### src/rtl/lcr_pkg.sv
// ----------------------------------------------------------------------------
// lcr_pkg
// shared constants and codes for the load cell reader
// ----------------------------------------------------------------------------
package lcr_pkg;

  localparam int DATA_BITS_DEF = 24;
  localparam int FIFO_DEPTH    = 4;

  localparam int DIV_W    = 16;
  localparam int GAIN_W   = 24;
  localparam int RAW_W    = 24;
  localparam int WEIGHT_W = 28;
  localparam int STATUS_W = 3;
  localparam int REQ_W    = 2;
  localparam int CFG_IDX_W = 1;
  localparam int CFG_DATA_W = 24;
  localparam int FRAC_BITS = 16;

  localparam logic [DIV_W-1:0]    GAP_DIVISOR_RST = 16'd1400;
  localparam logic [GAIN_W-1:0]   GAIN_Q16_RST    = 24'd786215;
  localparam logic [WEIGHT_W-1:0] WEIGHT_MAX      = 28'hFFF_FFFF;

  localparam logic [REQ_W-1:0] REQ_TICK  = 2'd0;
  localparam logic [REQ_W-1:0] REQ_TARE  = 2'd1;
  localparam logic [REQ_W-1:0] REQ_WEIGH = 2'd2;

  localparam logic [STATUS_W-1:0] ST_NONE      = 3'd0;
  localparam logic [STATUS_W-1:0] ST_TARE      = 3'd1;
  localparam logic [STATUS_W-1:0] ST_WEIGHT    = 3'd2;
  localparam logic [STATUS_W-1:0] ST_CLEARED   = 3'd3;
  localparam logic [STATUS_W-1:0] ST_NOT_ABOVE = 3'd4;

  localparam logic [CFG_IDX_W-1:0] REG_GAP_DIVISOR = 1'd0;
  localparam logic [CFG_IDX_W-1:0] REG_GAIN_Q16    = 1'd1;

endpackage

### src/rtl/lcr_front.sv
// ----------------------------------------------------------------------------
// lcr_front
// per-tick serial pin sequencer, emits one record per tick
// ----------------------------------------------------------------------------
module lcr_front import lcr_pkg::*; #(
  parameter int DATA_BITS = DATA_BITS_DEF,
  localparam int REC_W = DATA_BITS + 3
) (
  input  logic             clk,
  input  logic             rst,
  input  logic             in_valid,
  output logic             in_ready,
  input  logic [REQ_W-1:0] in_req,
  input  logic             in_dout,
  output logic             rec_valid,
  input  logic             rec_ready,
  output logic [REC_W-1:0] rec_data
);

  localparam int BC_W = $clog2(DATA_BITS + 1);
  localparam logic [DATA_BITS-1:0] TOP_BIT = {1'b1, {(DATA_BITS-1){1'b0}}};

  typedef enum logic [2:0] {
    PH_IDLE, PH_WAIT, PH_HIGH, PH_LOW, PH_XHIGH, PH_XLOW
  } phase_t;

  phase_t               phase, phase_next;
  logic [BC_W-1:0]      bit_count, bit_count_next;
  logic [DATA_BITS-1:0] shift_value, shift_value_next;
  logic                 pending_op, pending_op_next;
  logic                 sck, done;
  logic [DATA_BITS-1:0] code;
  logic                 fire;

  assign in_ready  = rec_ready;
  assign rec_valid = in_valid;
  assign fire      = in_valid && rec_ready;
  assign rec_data  = {code, pending_op, done, sck};

  always_comb begin
    phase_next       = phase;
    bit_count_next   = bit_count;
    shift_value_next = shift_value;
    pending_op_next  = pending_op;
    sck              = 1'b0;
    done             = 1'b0;
    code             = '0;
    unique case (phase)
      PH_IDLE: begin
        if (in_req == REQ_TARE || in_req == REQ_WEIGH) begin
          pending_op_next  = (in_req == REQ_WEIGH);
          bit_count_next   = '0;
          shift_value_next = '0;
          phase_next       = PH_WAIT;
        end
      end
      PH_WAIT: begin
        if (!in_dout) begin
          phase_next = PH_HIGH;
        end
      end
      PH_HIGH: begin
        sck              = 1'b1;
        shift_value_next = {shift_value[DATA_BITS-2:0], 1'b0};
        phase_next       = PH_LOW;
      end
      PH_LOW: begin
        shift_value_next = {shift_value[DATA_BITS-1:1], in_dout};
        bit_count_next   = bit_count + 1'b1;
        phase_next       = (bit_count_next == BC_W'(DATA_BITS)) ? PH_XHIGH : PH_HIGH;
      end
      PH_XHIGH: begin
        sck        = 1'b1;
        phase_next = PH_XLOW;
      end
      PH_XLOW: begin
        done           = 1'b1;
        code           = shift_value ^ TOP_BIT;
        bit_count_next = '0;
        phase_next     = PH_IDLE;
      end
      default: begin
        phase_next = PH_IDLE;
      end
    endcase
  end

  always_ff @(posedge clk) begin
    if (rst) begin
      phase       <= PH_IDLE;
      bit_count   <= '0;
      shift_value <= '0;
      pending_op  <= 1'b0;
    end else if (fire) begin
      phase       <= phase_next;
      bit_count   <= bit_count_next;
      shift_value <= shift_value_next;
      pending_op  <= pending_op_next;
    end
  end

endmodule

### src/rtl/lcr_fifo.sv
// ----------------------------------------------------------------------------
// lcr_fifo
// small register queue between sequencer and result stage
// ----------------------------------------------------------------------------
module lcr_fifo import lcr_pkg::*; #(
  parameter int WIDTH = 8,
  parameter int DEPTH = FIFO_DEPTH
) (
  input  logic             clk,
  input  logic             rst,
  input  logic             push_valid,
  output logic             push_ready,
  input  logic [WIDTH-1:0] push_data,
  output logic             pop_valid,
  input  logic             pop_ready,
  output logic [WIDTH-1:0] pop_data
);

  localparam int AW = $clog2(DEPTH);

  logic [WIDTH-1:0] mem [DEPTH];
  logic [AW:0]      wr_ptr, rd_ptr;
  logic             full, empty;

  assign empty      = (wr_ptr == rd_ptr);
  assign full       = (wr_ptr[AW-1:0] == rd_ptr[AW-1:0]) && (wr_ptr[AW] != rd_ptr[AW]);
  assign push_ready = !full;
  assign pop_valid  = !empty;
  assign pop_data   = mem[rd_ptr[AW-1:0]];

  always_ff @(posedge clk) begin
    if (push_valid && push_ready) begin
      mem[wr_ptr[AW-1:0]] <= push_data;
    end
  end

  always_ff @(posedge clk) begin
    if (rst) begin
      wr_ptr <= '0;
      rd_ptr <= '0;
    end else begin
      if (push_valid && push_ready) begin
        wr_ptr <= wr_ptr + 1'b1;
      end
      if (pop_valid && pop_ready) begin
        rd_ptr <= rd_ptr + 1'b1;
      end
    end
  end

  a_fill_bound: assert property (@(posedge clk) disable iff (rst)
    (wr_ptr - rd_ptr) <= (AW+1)'(DEPTH))
    else $error("queue fill beyond depth");

endmodule

### src/rtl/lcr_div.sv
// ----------------------------------------------------------------------------
// lcr_div
// restoring divider, one quotient bit per cycle
// ----------------------------------------------------------------------------
module lcr_div import lcr_pkg::*; #(
  parameter int NUM_W = 48,
  parameter int DEN_W = DIV_W
) (
  input  logic             clk,
  input  logic             rst,
  input  logic             start,
  input  logic [NUM_W-1:0] num,
  input  logic [DEN_W-1:0] den,
  output logic             done,
  output logic [NUM_W-1:0] quot
);

  localparam int CNT_W = $clog2(NUM_W + 1);

  logic             busy;
  logic [CNT_W-1:0] cnt;
  logic [NUM_W-1:0] num_r;
  logic [DEN_W-1:0] rem;
  logic [DEN_W-1:0] den_r;
  logic [DEN_W:0]   rem_sh;
  logic [DEN_W:0]   rem_sub;
  logic             qbit;

  assign rem_sh  = {rem, num_r[NUM_W-1]};
  assign rem_sub = rem_sh - {1'b0, den_r};
  assign qbit    = (rem_sh >= {1'b0, den_r});
  assign quot    = num_r;

  always_ff @(posedge clk) begin
    if (rst) begin
      busy <= 1'b0;
      done <= 1'b0;
      cnt  <= '0;
    end else begin
      done <= 1'b0;
      if (start) begin
        busy  <= 1'b1;
        cnt   <= CNT_W'(NUM_W);
        num_r <= num;
        den_r <= den;
        rem   <= '0;
      end else if (busy) begin
        num_r <= {num_r[NUM_W-2:0], qbit};
        rem   <= qbit ? rem_sub[DEN_W-1:0] : rem_sh[DEN_W-1:0];
        cnt   <= cnt - 1'b1;
        if (cnt == CNT_W'(1)) begin
          busy <= 1'b0;
          done <= 1'b1;
        end
      end
    end
  end

  a_done_after_busy: assert property (@(posedge clk) disable iff (rst)
    done |-> $past(busy))
    else $error("divider done without a running division");

endmodule

### src/rtl/lcr_back.sv
// ----------------------------------------------------------------------------
// lcr_back
// tare and weigh processing, config registers and output register
// ----------------------------------------------------------------------------
module lcr_back import lcr_pkg::*; #(
  parameter int DATA_BITS = DATA_BITS_DEF,
  localparam int REC_W = DATA_BITS + 3
) (
  input  logic                  clk,
  input  logic                  rst,
  input  logic                  rec_valid,
  output logic                  rec_ready,
  input  logic [REC_W-1:0]      rec_data,
  input  logic                  cfg_valid,
  input  logic [CFG_IDX_W-1:0]  cfg_index,
  input  logic [CFG_DATA_W-1:0] cfg_data,
  output logic                  m_valid,
  input  logic                  m_ready,
  output logic                  m_sck,
  output logic                  m_done,
  output logic [STATUS_W-1:0]   m_status,
  output logic [RAW_W-1:0]      m_raw,
  output logic [WEIGHT_W-1:0]   m_weight
);

  localparam int PROD_W = DATA_BITS + GAIN_W;
  localparam int QW     = PROD_W - FRAC_BITS;
  localparam int EXT_W  = QW + WEIGHT_W;
  localparam int CMP_W  = DATA_BITS + DIV_W + 1;

  typedef enum logic [1:0] {B_RUN, B_MUL, B_START, B_DIV} bstate_t;

  bstate_t              state;
  logic [DIV_W-1:0]     gap_divisor;
  logic [GAIN_W-1:0]    gain_q16;
  logic [DATA_BITS-1:0] tare_value;
  logic [WEIGHT_W-1:0]  last_weight;
  logic [DATA_BITS-1:0] diff_r;
  logic [DATA_BITS-1:0] code_r;
  logic [PROD_W-1:0]    prod;

  logic                 r_sck, r_done, r_weigh;
  logic [DATA_BITS-1:0] r_code;
  logic                 out_free, pop;
  logic [DATA_BITS:0]   diff_ext;
  logic [DATA_BITS-1:0] diff;
  logic                 above, over_thr;
  logic [DIV_W-1:0]     div_eff;
  logic                 div_start, div_done;
  logic [PROD_W-1:0]    quot;
  logic [EXT_W-1:0]     q_ext;
  logic [WEIGHT_W-1:0]  w_new;

  assign r_sck   = rec_data[0];
  assign r_done  = rec_data[1];
  assign r_weigh = rec_data[2];
  assign r_code  = rec_data[REC_W-1:3];

  assign out_free  = !m_valid || m_ready;
  assign rec_ready = (state == B_RUN) && out_free;
  assign pop       = rec_valid && rec_ready;

  assign diff_ext = {1'b0, r_code} - {1'b0, tare_value};
  assign diff     = diff_ext[DATA_BITS-1:0];
  assign above    = !diff_ext[DATA_BITS] && (diff != '0);
  assign div_eff  = (gap_divisor == '0) ? DIV_W'(1) : gap_divisor;
  assign over_thr = (CMP_W'({diff, 1'b0}) > CMP_W'(div_eff));

  assign div_start = (state == B_START);
  assign q_ext     = EXT_W'(quot[PROD_W-1:FRAC_BITS]);
  assign w_new     = (q_ext > EXT_W'(WEIGHT_MAX)) ? WEIGHT_MAX : q_ext[WEIGHT_W-1:0];

  lcr_div #(
    .NUM_W (PROD_W),
    .DEN_W (DIV_W)
  ) u_div (
    .clk   (clk),
    .rst   (rst),
    .start (div_start),
    .num   (prod),
    .den   (div_eff),
    .done  (div_done),
    .quot  (quot)
  );

  always_ff @(posedge clk) begin
    if (rst) begin
      state       <= B_RUN;
      m_valid     <= 1'b0;
      gap_divisor <= GAP_DIVISOR_RST;
      gain_q16    <= GAIN_Q16_RST;
      tare_value  <= '0;
      last_weight <= '0;
    end else begin
      if (cfg_valid) begin
        unique case (cfg_index)
          REG_GAP_DIVISOR: gap_divisor <= cfg_data[DIV_W-1:0];
          REG_GAIN_Q16:    gain_q16    <= cfg_data[GAIN_W-1:0];
          default: ;
        endcase
      end
      unique case (state)
        B_RUN: begin
          if (pop) begin
            m_sck  <= r_sck;
            m_done <= r_done;
            m_raw  <= r_done ? RAW_W'(r_code) : '0;
            if (!r_done) begin
              m_valid  <= 1'b1;
              m_status <= ST_NONE;
              m_weight <= last_weight;
            end else if (!r_weigh) begin
              m_valid    <= 1'b1;
              tare_value <= r_code;
              m_status   <= ST_TARE;
              m_weight   <= last_weight;
            end else if (!above) begin
              m_valid  <= 1'b1;
              m_status <= ST_NOT_ABOVE;
              m_weight <= last_weight;
            end else if (!over_thr) begin
              m_valid     <= 1'b1;
              last_weight <= '0;
              m_weight    <= '0;
              m_status    <= ST_CLEARED;
            end else begin
              m_valid <= 1'b0;
              diff_r  <= diff;
              code_r  <= r_code;
              state   <= B_MUL;
            end
          end else if (m_ready) begin
            m_valid <= 1'b0;
          end
        end
        B_MUL: begin
          prod  <= PROD_W'(diff_r) * PROD_W'(gain_q16);
          state <= B_START;
        end
        B_START: begin
          state <= B_DIV;
        end
        B_DIV: begin
          if (div_done) begin
            last_weight <= w_new;
            m_valid     <= 1'b1;
            m_sck       <= 1'b0;
            m_done      <= 1'b1;
            m_status    <= ST_WEIGHT;
            m_raw       <= RAW_W'(code_r);
            m_weight    <= w_new;
            state       <= B_RUN;
          end
        end
        default: begin
          state <= B_RUN;
        end
      endcase
    end
  end

  a_pop_needs_room: assert property (@(posedge clk) disable iff (rst)
    pop |-> out_free)
    else $error("record taken while output register still full");

  a_div_end_room: assert property (@(posedge clk) disable iff (rst)
    (state == B_DIV && div_done) |-> !m_valid)
    else $error("weight ready while output register still full");

  a_plain_tick_out: assert property (@(posedge clk) disable iff (rst)
    (m_valid && !m_done) |-> (m_status == ST_NONE && m_raw == '0))
    else $error("plain tick carries a status or code");

endmodule

### src/rtl/load_cell_adc_reader_tare_scale_top.sv
// ----------------------------------------------------------------------------
// load_cell_adc_reader_tare_scale_top
// tick-driven serial reader for a 24-bit load cell converter, with tare and
// scaling to a weight
//
// channel   dir  handshake              payload
// s_*       in   s_tvalid / s_tready    s_tuser req_type, s_tdata dout
// m_*       out  m_tvalid / m_tready    m_tuser done_res,status; m_tdata rest
// cfg_*     in   cfg_valid / cfg_ready  cfg_index, cfg_data
//
// one result per tick; ticks are taken one per cycle while the queue has room
// plain, tare and rejected weigh results leave in the cycle after their record is popped
// a scaled weigh result passes the multiply, divider start and bit-serial divide
// states in that order before it is registered
// a 4-entry queue absorbs ticks while the divider runs; m_tready low stalls
// only the result side until the queue fills
// synchronous reset, no clearing pass; config accepted every cycle
// ----------------------------------------------------------------------------
module load_cell_adc_reader_tare_scale_top import lcr_pkg::*; #(
  parameter int DATA_BITS = DATA_BITS_DEF
) (
  input  logic                  clk,
  input  logic                  rst,
  input  logic                  s_tvalid,
  output logic                  s_tready,
  input  logic [7:0]            s_tdata,   // [0] dout
  input  logic [7:0]            s_tuser,   // [1:0] req_type
  output logic                  m_tvalid,
  input  logic                  m_tready,
  output logic [55:0]           m_tdata,   // [0] sck, [24:1] raw_code, [52:25] weight
  output logic [7:0]            m_tuser,   // [0] done_res, [3:1] status
  input  logic                  cfg_valid,
  output logic                  cfg_ready,
  input  logic [CFG_IDX_W-1:0]  cfg_index,
  input  logic [CFG_DATA_W-1:0] cfg_data
);

  localparam int REC_W = DATA_BITS + 3;

  logic             f_valid, f_ready;
  logic [REC_W-1:0] f_data;
  logic             q_valid, q_ready;
  logic [REC_W-1:0] q_data;

  logic                m_sck, m_done;
  logic [STATUS_W-1:0] m_status;
  logic [RAW_W-1:0]    m_raw;
  logic [WEIGHT_W-1:0] m_weight;

  assign cfg_ready = 1'b1;
  assign m_tdata   = {3'b000, m_weight, m_raw, m_sck};
  assign m_tuser   = {4'b0000, m_status, m_done};

  lcr_front #(
    .DATA_BITS (DATA_BITS)
  ) u_front (
    .clk       (clk),
    .rst       (rst),
    .in_valid  (s_tvalid),
    .in_ready  (s_tready),
    .in_req    (s_tuser[REQ_W-1:0]),
    .in_dout   (s_tdata[0]),
    .rec_valid (f_valid),
    .rec_ready (f_ready),
    .rec_data  (f_data)
  );

  lcr_fifo #(
    .WIDTH (REC_W),
    .DEPTH (FIFO_DEPTH)
  ) u_fifo (
    .clk        (clk),
    .rst        (rst),
    .push_valid (f_valid),
    .push_ready (f_ready),
    .push_data  (f_data),
    .pop_valid  (q_valid),
    .pop_ready  (q_ready),
    .pop_data   (q_data)
  );

  lcr_back #(
    .DATA_BITS (DATA_BITS)
  ) u_back (
    .clk       (clk),
    .rst       (rst),
    .rec_valid (q_valid),
    .rec_ready (q_ready),
    .rec_data  (q_data),
    .cfg_valid (cfg_valid),
    .cfg_index (cfg_index),
    .cfg_data  (cfg_data),
    .m_valid   (m_tvalid),
    .m_ready   (m_tready),
    .m_sck     (m_sck),
    .m_done    (m_done),
    .m_status  (m_status),
    .m_raw     (m_raw),
    .m_weight  (m_weight)
  );

endmodule
### config.mk
export PLATFORM = sky130hd
export DESIGN_NAME = load_cell_adc_reader_tare_scale_top
export DESIGN_NICKNAME = d
export VERILOG_FILES = /design/src/rtl/lcr_pkg.sv /design/src/rtl/lcr_front.sv /design/src/rtl/lcr_fifo.sv /design/src/rtl/lcr_div.sv /design/src/rtl/lcr_back.sv /design/src/rtl/load_cell_adc_reader_tare_scale_top.sv
export SDC_FILE = /design/constraint.sdc
export NUM_CORES = 2
export LEC_CHECK = 0
export BUFFER_PORTS_ARGS = -buffer_cell sky130_fd_sc_hd__buf_2
export CAP_MARGIN = 20
export CORE_UTILIZATION = 55
export CTS_BUF_LIST = sky130_fd_sc_hd__clkbuf_8
export DETAILED_ROUTE_END_ITERATION = 12
export MAX_ROUTING_LAYER = met4
export PLACE_DENSITY = 0.74
export SLEW_MARGIN = 20
export SYNTH_ARGS = -nofsm -noshare
export SYNTH_HDL_FRONTEND = slang
export SYNTH_HIERARCHICAL = 1
export SYNTH_SLANG_ARGS = --single-unit
### constraint.sdc
create_clock -name clk -period 8.7 [get_ports clk]
set_clock_uncertainty 0.1 [all_clocks]
set_input_delay 2.61 -clock clk [delete_from_list [all_inputs] [get_ports clk]]
set_output_delay 2.61 -clock clk [all_outputs]
set_load 0.005 [all_outputs]
==> flow_summary.json <==
{
  "status": "finished, final reports clean",
  "fmax_ghz": 0.122,
  "netlist_area_mm2": 0.0412,
  "grt_pass1_vias": 29400,
  "holdBufCountCts": 0,
  "clockBufferDepth": 3,
  "required_ns": 9.02,
  "dieArea_mm2": 0.0761,
  "vias": 28600,
  "yosysTopAreaCellShare_pct": 24.8,
  "ios": 113,
  "hp-class": "flip-flop to flip-flop",
  "postCtsResizedCells": 0,
  "async_flop_share_pct": 0,
  "tns_ns": 0,
  "grt_max_degree": 94,
  "via_per_inst": 5.56,
  "period_needed_ns": 8.23,
  "rows": 100,
  "globalplace.congestion": 0.926,
  "end_kind": "flip-flop",
  "start_util_pct": 55.5,
  "grt_overflow": 0,
  "areaGrowthSynthToFinish_pct": 7.50,
  "route.detailed.drc": 0,
  "die_width_um": 276,
  "setup_violations": 0,
  "wl_per_cell_um": 19.1,
  "relSlewSlack_pct": 24.0,
  "ys_seq_area_share_pct": 31.8,
  "root_buffer": "clkbuf_8",
  "dp_hpwl_um": 74000,
  "ant_nets": 0,
  "tightest_slew_ns": 1.14,
  "synth.avg_cell_area_um2": 10.1,
  "arrival_ns": 8.55,
  "portBuffers": 91,
  "clock_sinks": 485,
  "synth_area_leaders": "edfxtp_1 (25%), fa_1 (24%), ha_1 (7.3%)",
  "dr.first_iter.drc_count": 2010,
  "critPathKind": "flip-flop to flip-flop",
  "drv_slew": 0,
  "fin_nets": 4864,
  "synth.distinct_cells": 87,
  "htree_levels": 3,
  "synth-main-ff-cell": "edfxtp_1",
  "core_mm2": 0.0743,
  "synth_largest_area_cell": "edfxtp_1",
  "cts_tree": "done",
  "yosysWarnings": 6,
  "syn_inst": 4067,
  "finalHoldViolCount": 0,
  "post-route-period-util_pct": 94.6,
  "start_kind": "flip-flop",
  "grt.total_usage_pct": 27.5,
  "synth_seq_cells": 485,
  "grt_setup_unrepaired": "no",
  "grt_pass1_wl_um": 156000,
  "drive_gt1_share_pct": 10.3,
  "cts.clk_slew.worst_paths_ns": 0.06,
  "first_pass_iters": 5,
  "cap_violations": 0,
  "cts_setup_buffers": 0,
  "clk_latency_ns": 0.70,
  "cts_made_buffers": 80,
  "antenna_found_initial": 7,
  "synth_enable_flop_cells": 341,
  "wl_um": 98200,
  "die_y_um": 276,
  "cp_max_fo": 21
}
sequential cells by signal, summed over array words and instances, names as in the netlist, 24 cells and up, named ones only:
signal and flops:
u_back/m_weight 28, u_back/code_r 24, u_back/prod 48, u_back/diff_r 24, u_back/tare_value 24, u_back/gain_q16 24
u_back/m_raw 24, u_back/last_weight 28, u_back/u_div/quot 48, u_fifo/mem 108, u_front/shift_value 24
routing by layer:
layer / global-route usage (%) / share of wire (%) / vias to the layer above
met4: 11.4 / 4.5 / 0
met2: 45.2 / 49 / 956
li1: - / - / 13200
met3: 3.96 / 6.2 / 199
met5: - / 0 / -
met1: 34.1 / 41 / 14200
worst paths after layout:
check             slack [ns]                                 to                              start  cells after the start
setup / recovery        0.47          u_back/prod[42]$_DFFE_PP_    u_back/gain_q16[8]$_SDFFE_PP1P_                     22
hold / removal          0.35  u_back/tare_value[7]$_SDFFE_PP0P_  u_back/tare_value[7]$_SDFFE_PP0P_                      2
setup reg to reg        0.47          u_back/prod[42]$_DFFE_PP_    u_back/gain_q16[8]$_SDFFE_PP1P_                     22
hold reg to reg         0.35  u_back/tare_value[7]$_SDFFE_PP0P_  u_back/tare_value[7]$_SDFFE_PP0P_                      2
synth_stat cells (51+ instances only):
| library cell | instances |
|---|---|
| ha_1 | 242 |
| a21o_1 | 51 |
| inv_1 | 681 |
| nand2_1 | 525 |
| edfxtp_1 | 341 |
| and2_1 | 342 |
| dfxtp_1 | 144 |
| fa_1 | 484 |
| nor2_1 | 168 |
| clkbuf_1 | 194 |
| a21oi_1 | 139 |
| o21ai_0 | 102 |
worst max-delay path: stages (launching register included):
cell and delay, ns:
dfxtp_1 0.94, and2_1 0.27, fa_1 0.42, fa_1 0.52, inv_1 0.06, fa_1 0.53
inv_1 0.06, fa_1 0.43, fa_1 0.50, fa_1 0.49, inv_1 0.06, fa_1 0.54
inv_1 0.05, ha_1 0.38, a21oi_1 0.22, o21ai_0 0.19, a221oi_1 0.44, a21oi_1 0.20
a211o_1 0.38, a211o_1 0.38, a31oi_1 0.44, o21ai_0 0.18, xor2_1 0.17
layout by cell type, fill, tap and decap left out, drive strengths merged, types with 21 or more instances in the layout:
master	instances
nand2	525
dfxtp	144
and2	342
a21oi	142
fa	484
mux2i	29
nand3	32
mux4	27
o21ai	104
o31ai	34
nor3	29
buf	174
a21o	51
inv	723
clkbuf	88
nor2	169
nand3b	23
edfxtp	341
mux2	77
xor2	22
ha	242
xnor2	47
o21a	21
cell families (layout without fill, tap and decap cells):
kind of cell	after synthesis	count (layout)	synth area share (%)
multiplexers	133	133	4.46
buffers and inverters	918	1004	8.72
adder cells (fa/ha/maj)	726	726	30.8
other	2	14	0.0182
AND/OR/NAND/NOR	1244	1244	14.8
flip-flops	485	485	31.8
XOR/XNOR	69	69	1.47
AO/OA/AOI/OAI	490	490	7.86
stage by stage:
stage	std cells	setup slack, ns	utilization, %	cell area [um^2]	hold WS (ns)
2_1_floorplan	4073	0.638	-	41200	0.336
3_3_place_gp	4978	0.620	57.3	42600	0.342
3_5_place_dp	4978	0.433	57.3	42600	0.346
4_1_cts	5127	0.423	59.6	44300	0.355
5_1_grt	5133	0.171	59.6	44300	0.373
6_report	5134	0.470	59.6	44300	0.352
final cells by class:
class | instances | area, um^2
inverter | 681 | 2560
sequential | 485 | 13100
clock inverter | 61 | 464
tap | 969 | 1210
fill | 6241 | 30000
timing repair buffer | 174 | 1110
antenna | 6 | 15.0
clock buffer | 88 | 1210
multi-input combinational | 2670 | 24600
Power is not shown: default switching activity piles up to over one toggle a cycle in this logic, so the estimate is an artifact.
